<file path="config.mk">
export PLATFORM = sky130hd
export DESIGN_NAME = type_length_frame_deframer_flat
export DESIGN_NICKNAME = d
export VERILOG_FILES = /design/src/hdl/tlfd_pkg.sv /design/src/hdl/tlfd_ifs.sv /design/src/hdl/type_length_frame_deframer.sv /design/src/hdl/tlfd_parser.sv /design/src/flat_wrapper.sv
export SDC_FILE = /design/constraint.sdc
export NUM_CORES = 1
export LEC_CHECK = 0
export ABC_AREA = 0
export CORE_MARGIN = 2
export CORE_UTILIZATION = 30
export CTS_CLUSTER_SIZE = 16
export DETAILED_ROUTE_END_ITERATION = 7
export DONT_BUFFER_PORTS = 1
export SLEW_MARGIN = 0
export SYNTH_ARGS = -nofsm -noshare
export SYNTH_HDL_FRONTEND = slang
export SYNTH_SLANG_ARGS = --single-unit
</file>
<file path="constraint.sdc">
create_clock -name clk -period 6.4 [get_ports clk]
set_input_delay 1.28 -clock clk [delete_from_list [all_inputs] [get_ports clk]]
set_output_delay 1.28 -clock clk [all_outputs]
set_load 0.005 [all_outputs]
</file>
<file path="src/hdl/tlfd_pkg.sv">
package tlfd_pkg;

	// Parser phases.
	localparam logic [1:0] PH_TYPE    = 2'd0;
	localparam logic [1:0] PH_LEN_HI  = 2'd1;
	localparam logic [1:0] PH_LEN_LO  = 2'd2;
	localparam logic [1:0] PH_PAYLOAD = 2'd3;

	// Result kinds.
	localparam logic [1:0] KIND_PAYLOAD = 2'd0;
	localparam logic [1:0] KIND_EMPTY   = 2'd1;
	localparam logic [1:0] KIND_ERROR   = 2'd2;

	localparam int unsigned LIMIT_W = 17;
	localparam int unsigned LEN_W   = 16;

	localparam logic [LIMIT_W-1:0] HEADER_BYTES = LIMIT_W'(3);
	localparam logic [LIMIT_W-1:0] LIMIT_RESET  = LIMIT_W'(4096);

	typedef struct packed {
		logic [1:0]       phase;
		logic [7:0]       held_type;
		logic [7:0]       length_high;
		logic [LEN_W-1:0] payload_length;
		logic [LEN_W-1:0] bytes_seen;
		logic             err;
	} tlfd_state_t;

	typedef struct packed {
		logic [1:0]       kind;
		logic [7:0]       frame_type;
		logic [7:0]       payload_byte;
		logic [LEN_W-1:0] byte_index;
		logic [LEN_W-1:0] frame_length;
		logic             last;
	} tlfd_result_t;

endpackage

</file>
<file path="src/hdl/tlfd_ifs.sv">
interface tlfd_byte_if;
	import tlfd_pkg::*;

	logic       valid;
	logic       ready;
	logic [7:0] data_byte;

	modport source (output valid, output data_byte, input ready);
	modport sink (input valid, input data_byte, output ready);
endinterface

interface tlfd_frame_if;
	import tlfd_pkg::*;

	logic             valid;
	logic             ready;
	logic [1:0]       kind;
	logic [7:0]       frame_type;
	logic [7:0]       payload_byte;
	logic [LEN_W-1:0] byte_index;
	logic [LEN_W-1:0] frame_length;
	logic             last;

	modport source (
		output valid, output kind, output frame_type, output payload_byte,
		output byte_index, output frame_length, output last, input ready
	);
	modport sink (
		input valid, input kind, input frame_type, input payload_byte,
		input byte_index, input frame_length, input last, output ready
	);
endinterface

</file>
<file path="src/hdl/type_length_frame_deframer.sv">
// Channel   Modport   Moves                       Transfer when
// stream    sink      one raw byte (data_byte)    stream.valid && stream.ready
// frames    source    one tagged result           frames.valid && frames.ready
// cfg       write     frame_limit (17 bits)       cfg_wr_en high at clk rise
//
// The header parser updates its state and the result register in the same
// clock, so a byte is taken in every cycle while the result register is
// empty or being drained. Any byte, with or without a result, stalls while
// the result register is full and frames.ready is low.
// Reset (arst_n low) clears the parser to expect a type byte, clears the
// sticky error and sets frame_limit to 4096.
module type_length_frame_deframer (
	input  logic                          clk,
	input  logic                          arst_n,
	input  logic                          cfg_wr_en,
	input  logic [tlfd_pkg::LIMIT_W-1:0]  cfg_wr_data,
	tlfd_byte_if.sink                     stream,
	tlfd_frame_if.source                  frames
);
	import tlfd_pkg::*;

	// Frame size limit, header bytes included. It is sampled only when a
	// length low byte arrives, so a write affects the next check only.
	logic [LIMIT_W-1:0] frame_limit_q;

	// Parser state: phase, header fields, payload count and sticky error.
	tlfd_state_t  state_q;
	tlfd_state_t  state_nxt;

	// Result register that parts the input side from the output side.
	tlfd_result_t result_q;
	tlfd_result_t result_nxt;
	logic         result_has;
	logic         out_valid_q;

	logic         in_fire;
	logic         out_free;

	// The result register can take a new entry when it is empty or when its
	// current entry leaves in this cycle.
	assign out_free     = !out_valid_q || frames.ready;
	assign stream.ready = out_free;
	assign in_fire      = stream.valid && out_free;

	tlfd_parser u_parser (
		.cur         (state_q),
		.data_byte   (stream.data_byte),
		.frame_limit (frame_limit_q),
		.nxt         (state_nxt),
		.res         (result_nxt),
		.res_valid   (result_has)
	);

	always_ff @(posedge clk or negedge arst_n) begin
		if (!arst_n) begin
			frame_limit_q <= LIMIT_RESET;
		end else if (cfg_wr_en) begin
			frame_limit_q <= cfg_wr_data;
		end
	end

	// The all-zero state is the type byte phase with the error clear.
	always_ff @(posedge clk or negedge arst_n) begin
		if (!arst_n) begin
			state_q <= '0;
		end else if (in_fire) begin
			state_q <= state_nxt;
		end
	end

	// A byte that gives no result still empties a drained result register.
	always_ff @(posedge clk or negedge arst_n) begin
		if (!arst_n) begin
			out_valid_q <= 1'b0;
		end else if (out_free) begin
			out_valid_q <= in_fire && result_has;
		end
	end

	always_ff @(posedge clk) begin
		if (in_fire && result_has) begin
			result_q <= result_nxt;
		end
	end

	assign frames.valid        = out_valid_q;
	assign frames.kind         = result_q.kind;
	assign frames.frame_type   = result_q.frame_type;
	assign frames.payload_byte = result_q.payload_byte;
	assign frames.byte_index   = result_q.byte_index;
	assign frames.frame_length = result_q.frame_length;
	assign frames.last         = result_q.last;

	// Once set, the error stays until reset.
	a_err_sticky: assert property (@(posedge clk) disable iff (!arst_n)
		state_q.err |=> state_q.err)
		else $error("sticky error cleared without reset");

	// An error result is only ever produced with the error flag set.
	a_err_kind: assert property (@(posedge clk) disable iff (!arst_n)
		out_valid_q && (result_q.kind == KIND_ERROR) |-> state_q.err)
		else $error("error result without sticky error");

	// Payload phase is entered only for a frame with a nonzero length.
	a_payload_len: assert property (@(posedge clk) disable iff (!arst_n)
		(state_q.phase == PH_PAYLOAD) |-> (state_q.payload_length != '0))
		else $error("payload phase with zero length");

	// An empty frame result always closes its frame.
	a_empty_last: assert property (@(posedge clk) disable iff (!arst_n)
		out_valid_q && (result_q.kind == KIND_EMPTY) |-> result_q.last)
		else $error("empty frame result without last");

	// The byte side never stalls while the result register is empty.
	a_ready_empty: assert property (@(posedge clk) disable iff (!arst_n)
		!out_valid_q |-> stream.ready)
		else $error("input stalled with empty result register");

endmodule

</file>
<file path="src/hdl/tlfd_parser.sv">
module tlfd_parser (
	input  tlfd_pkg::tlfd_state_t            cur,
	input  logic [7:0]                       data_byte,
	input  logic [tlfd_pkg::LIMIT_W-1:0]     frame_limit,
	output tlfd_pkg::tlfd_state_t            nxt,
	output tlfd_pkg::tlfd_result_t           res,
	output logic                             res_valid
);
	import tlfd_pkg::*;

	logic [LEN_W-1:0]   len_new;
	logic [LIMIT_W-1:0] total;
	logic [LIMIT_W-1:0] seen_inc;
	logic               is_last;

	assign len_new  = {cur.length_high, data_byte};
	assign total    = HEADER_BYTES + {1'b0, len_new};
	assign seen_inc = {1'b0, cur.bytes_seen} + LIMIT_W'(1);
	assign is_last  = seen_inc >= {1'b0, cur.payload_length};

	always_comb begin
		nxt       = cur;
		res       = '0;
		res_valid = 1'b0;
		if (cur.err) begin
			// The sticky error freezes everything and reports on every byte.
			res_valid = 1'b1;
			res.kind  = KIND_ERROR;
		end else begin
			case (cur.phase)
				PH_TYPE: begin
					nxt.held_type = data_byte;
					nxt.phase     = PH_LEN_HI;
				end
				PH_LEN_HI: begin
					nxt.length_high = data_byte;
					nxt.phase       = PH_LEN_LO;
				end
				PH_LEN_LO: begin
					nxt.payload_length = len_new;
					nxt.bytes_seen     = '0;
					if (total > frame_limit) begin
						nxt.err   = 1'b1;
						res_valid = 1'b1;
						res.kind  = KIND_ERROR;
					end else if (len_new == '0) begin
						nxt.phase = PH_TYPE;
						res_valid = 1'b1;
						res.kind  = KIND_EMPTY;
						res.last  = 1'b1;
					end else begin
						nxt.phase = PH_PAYLOAD;
					end
				end
				default: begin
					res_valid        = 1'b1;
					res.kind         = KIND_PAYLOAD;
					res.payload_byte = data_byte;
					res.byte_index   = cur.bytes_seen;
					res.last         = is_last;
					if (is_last) begin
						nxt.phase      = PH_TYPE;
						nxt.bytes_seen = '0;
					end else begin
						nxt.bytes_seen = seen_inc[LEN_W-1:0];
					end
				end
			endcase
		end
		// Type and length in every result are those left after this byte.
		res.frame_type   = nxt.held_type;
		res.frame_length = nxt.payload_length;
	end

endmodule
</file>
<file path="src/flat_wrapper.sv">
// flat-port wrapper written by rule: the top's interface ports become plain ports
module type_length_frame_deframer_flat import tlfd_pkg::*;
  (clk, arst_n, cfg_wr_en, cfg_wr_data, stream_valid, stream_data_byte, stream_ready, frames_valid, frames_kind, frames_frame_type, frames_payload_byte, frames_byte_index, frames_frame_length, frames_last, frames_ready);
  tlfd_byte_if stream_i ();
  tlfd_frame_if frames_i ();
  input  logic clk;
  input  logic arst_n;
  input  logic cfg_wr_en;
  input  logic [tlfd_pkg::LIMIT_W-1:0] cfg_wr_data;
  input wire logic [$bits(stream_i.valid)-1:0] stream_valid;
  input wire logic [$bits(stream_i.data_byte)-1:0] stream_data_byte;
  output wire logic [$bits(stream_i.ready)-1:0] stream_ready;
  output wire logic [$bits(frames_i.valid)-1:0] frames_valid;
  output wire logic [$bits(frames_i.kind)-1:0] frames_kind;
  output wire logic [$bits(frames_i.frame_type)-1:0] frames_frame_type;
  output wire logic [$bits(frames_i.payload_byte)-1:0] frames_payload_byte;
  output wire logic [$bits(frames_i.byte_index)-1:0] frames_byte_index;
  output wire logic [$bits(frames_i.frame_length)-1:0] frames_frame_length;
  output wire logic [$bits(frames_i.last)-1:0] frames_last;
  input wire logic [$bits(frames_i.ready)-1:0] frames_ready;
  assign stream_i.valid = stream_valid;
  assign stream_i.data_byte = stream_data_byte;
  assign stream_ready = stream_i.ready;
  assign frames_valid = frames_i.valid;
  assign frames_kind = frames_i.kind;
  assign frames_frame_type = frames_i.frame_type;
  assign frames_payload_byte = frames_i.payload_byte;
  assign frames_byte_index = frames_i.byte_index;
  assign frames_frame_length = frames_i.frame_length;
  assign frames_last = frames_i.last;
  assign frames_i.ready = frames_ready;
  type_length_frame_deframer u_core (.clk(clk), .arst_n(arst_n), .cfg_wr_en(cfg_wr_en), .cfg_wr_data(cfg_wr_data), .stream(stream_i), .frames(frames_i));
endmodule
</file>
==> impl_metrics.yaml <==
timing:
  max_freq_mhz: 186.5
  tns_ns: 0
  setup_viol: 0
  rsz0062_at_grt: "no"
  timing.final.crit_share: 0.8379
  slew_violations: 0
  fin_worst_skew_ns: 0.009378
  fin_crit_ns: 5.363
  maxSlewHeadroom: 0.3893
  whs_ns: 0.4735
  hold_violations: 0
  worst_slew_pin_slew_ns: 0.9161
floorplan:
  die_h_um: 147.5
  row_count: 52
  design.core.area_um2: 20230
  die_width_um: 147.5
  die_area_um2: 21750
  start_util: 0.3053
  io_pins: 83
finish:
  final_common_cell: "nand2_1"
  fin_area_um2: 7096
  area.growth.synth_to_final_pct: 14.87
  final_cell_mix: "100 x nand2_1, 68 x dfrtp_1, 54 x o21ai_0"
  finalCoreUtilization: 0.3507
  nNetsFinal: 659
  layout-drive-gt1-share: 0.1260
  antenna_cells: 0
logic_synthesis:
  ys_types: 55
  ys_seq_area_frac: 0.5276
  synthCells: 592
  ys.flop_type: "dfrtp_1"
  ys_ff_latch: 120
  ys_async_sr_fraction: 0.5750
  synth_edf_count: 51
  synth.avg_cell_area_um2: 10.43
  synth_area_um2: 6177
  synth.net_count: 661
  ys_warn_count: 0
placed_design:
  dp_hpwl_um: 10010
  place.gp.congestion: 0.8252
  postPlaceCellArea_um2: 6471
  port-buffer-count: 0
cts:
  tritoncts: "yes"
  cts_sinks: 120
  cts_buffers: 17
  cts_resized: 0
  clock_latency_ns: 0.42
  cts_setup_buffers: 0
  clock_path_buffers: 2
  cts_hold_buf: 0
  htreeDepth: 4
  path_clk_slew_ns: 0.05
  cts_root_buf: "clkbuf_16"
worst_setup_path:
  crit_buf_inv: 3
  crit_path_start_kind: "input pin"
  cp.arrival_ns: 5.45
  critPathTopFamily: "simple AND/OR/NAND/NOR gates"
  slowest_stage: "nor4b_1"
  cp-end-kind: "flip-flop"
  cp_slowest_stage_delay_ns: 0.69
  critPathMaxFanout: 26
  required_ns: 6.48
  crit_chain: "inv_1, ha_1, nor4b_1, nand4_1, inv_1, nand3_1, xnor2_1, ha_1, nand4_2, or4_4, a31o_1, a31oi_2, a21oi_2, a31oi_4, buf_4"
  critPathKind: "in -> reg"
worst_hold_path:
  hold_class: "reg -> reg"
power:
  cellPowerDensity_nw_per_um2: 440.3
  power.leakage_nw: 2.978
  ir_drop_v: 0.0002358
global_routing:
  grt_max_degree: 70
  grt_util_all_layers: 0.1355
  grt_pass1_vias: 4130
  antenna_found_initial: 0
  grt_pass1_wl_um: 22670
  gr-total-overflow: 0
routing:
  routed_wl_um: 14160
  drt_pass1_iterations: 4
  vias: 4184
  drc: 0
  drt_iter0_markers: 285
  routed_via_density: 4.793
  wl_per_cell_um: 16.22
  antenna_left: 0
flow_run:
  drv_cap: 0
outcome:
  run_status: "finished clean"
tightest hold or removal path: stages (launching register included):
cell and delay [ns]:
dfrtp_1 0.33, nand2_1 0.05, nand2_1 0.06
where the power goes:
group	switching (mW)	internal [mW]	total, mW
clock	0.361	0.653	1.01
combinational	0.486	0.324	0.810
sequential	0.190	1.11	1.30
flip-flops by register name, summed over array words and instances, names as in the netlist:
register,cells
u_core.state_q,51
u_core.frame_limit_q,17
u_core.frames.byte_index,16
u_core.frames.frame_length,16
u_core.frames.frame_type,8
u_core.frames.payload_byte,8
u_core.frames.kind,2
u_core.frames.last,1
u_core.frames.valid,1
path summary, 6_finish.rpt:
path / to / start / cells past startpoint / slack (ns)
min: u_core.state_q[41]$_DFFE_PN0P_ / u_core.state_q[41]$_DFFE_PN0P_ / 2 / 0.47
min in group asynchronous: u_core.frame_limit_q[11]$_DFFE_PN0P_ / arst_n / 0 / 0.55
max reg2reg: u_core.frames.byte_index[0]$_SDFFCE_PP0P_ / u_core.state_q[34]$_DFFE_PN0P_ / 13 / 2.33
max in group asynchronous: u_core.frame_limit_q[12]$_DFFE_PN1P_ / arst_n / 0 / 5.67
max: u_core.frames.byte_index[0]$_SDFFCE_PP0P_ / stream_data_byte[0] / 15 / 1.04
min reg2reg: u_core.state_q[41]$_DFFE_PN0P_ / u_core.state_q[41]$_DFFE_PN0P_ / 2 / 0.47
cell type report:
class	instances	area [um2]
clock buffers	17	425.4
clock inverters	15	198.9
fillers	1970	13140
inverters	47	176.4
multi-input cells	399	2660
flip-flops and latches	120	3259
well taps	270	337.8
repair buffers	5	37.54
cell families (layout without fill, tap and decap cells):
kind of cell             Yosys count  in the layout  share of synthesized area
AND/OR/NAND/NOR                  205            205                     0.1608
buffers and inverters             73             84                    0.04497
XOR/XNOR                          28             28                    0.03970
AO/OA/AOI/OAI                     99             99                    0.09642
adder cells (fa/ha/maj)           39             39                    0.07900
multiplexers                      28             28                    0.05145
flip-flops                       120            120                     0.5276
through the flow:
stage | cells | setup WS [ns] | power, mW
after floorplan | 592 | 0.3305 | 1.868
after CTS | 873 | 1.070 | 3.164
after global placement | 841 | 0.8592 | 2.127
after global routing | 873 | 0.7894 | 3.333
final | 873 | 1.037 | 3.124
after detailed placement | 841 | 0.7570 | 2.129
cell usage after synthesis, types with 3 or more instances:
| cell | number | area share |
|---|---|---|
| ha_1 | 39 | 0.079 |
| nor2b_1 | 4 | 0.0041 |
| xor2_1 | 6 | 0.0085 |
| xnor2_1 | 22 | 0.031 |
| or3_1 | 3 | 0.0030 |
| nand4_1 | 9 | 0.0091 |
| clkbuf_1 | 22 | 0.013 |
| o21ai_0 | 54 | 0.044 |
| nand3_1 | 15 | 0.012 |
| nor4_1 | 3 | 0.0030 |
| a21o_1 | 3 | 0.0036 |
| a21oi_1 | 14 | 0.011 |
| nand2_1 | 100 | 0.061 |
| mux2_2 | 26 | 0.047 |
| and3_1 | 3 | 0.0030 |
| buf_2 | 3 | 0.0024 |
| dfrtp_1 | 68 | 0.28 |
| and2_1 | 25 | 0.025 |
| o21ai_1 | 4 | 0.0032 |
| nor2_1 | 19 | 0.012 |
| nor3_1 | 9 | 0.0073 |
| a22o_1 | 6 | 0.0085 |
| edfxtp_1 | 51 | 0.25 |
| inv_1 | 47 | 0.029 |
per-layer routing:
metal	wire [um]	global-route usage	part of all wire
met2	6828	0.2224	0.48
met3	822	0.04012	0.058
met4	265	0.05625	0.019
met1	6242	0.1671	0.44
met5	0	0	0
Note: power is estimated with default switching activity, not from simulation.
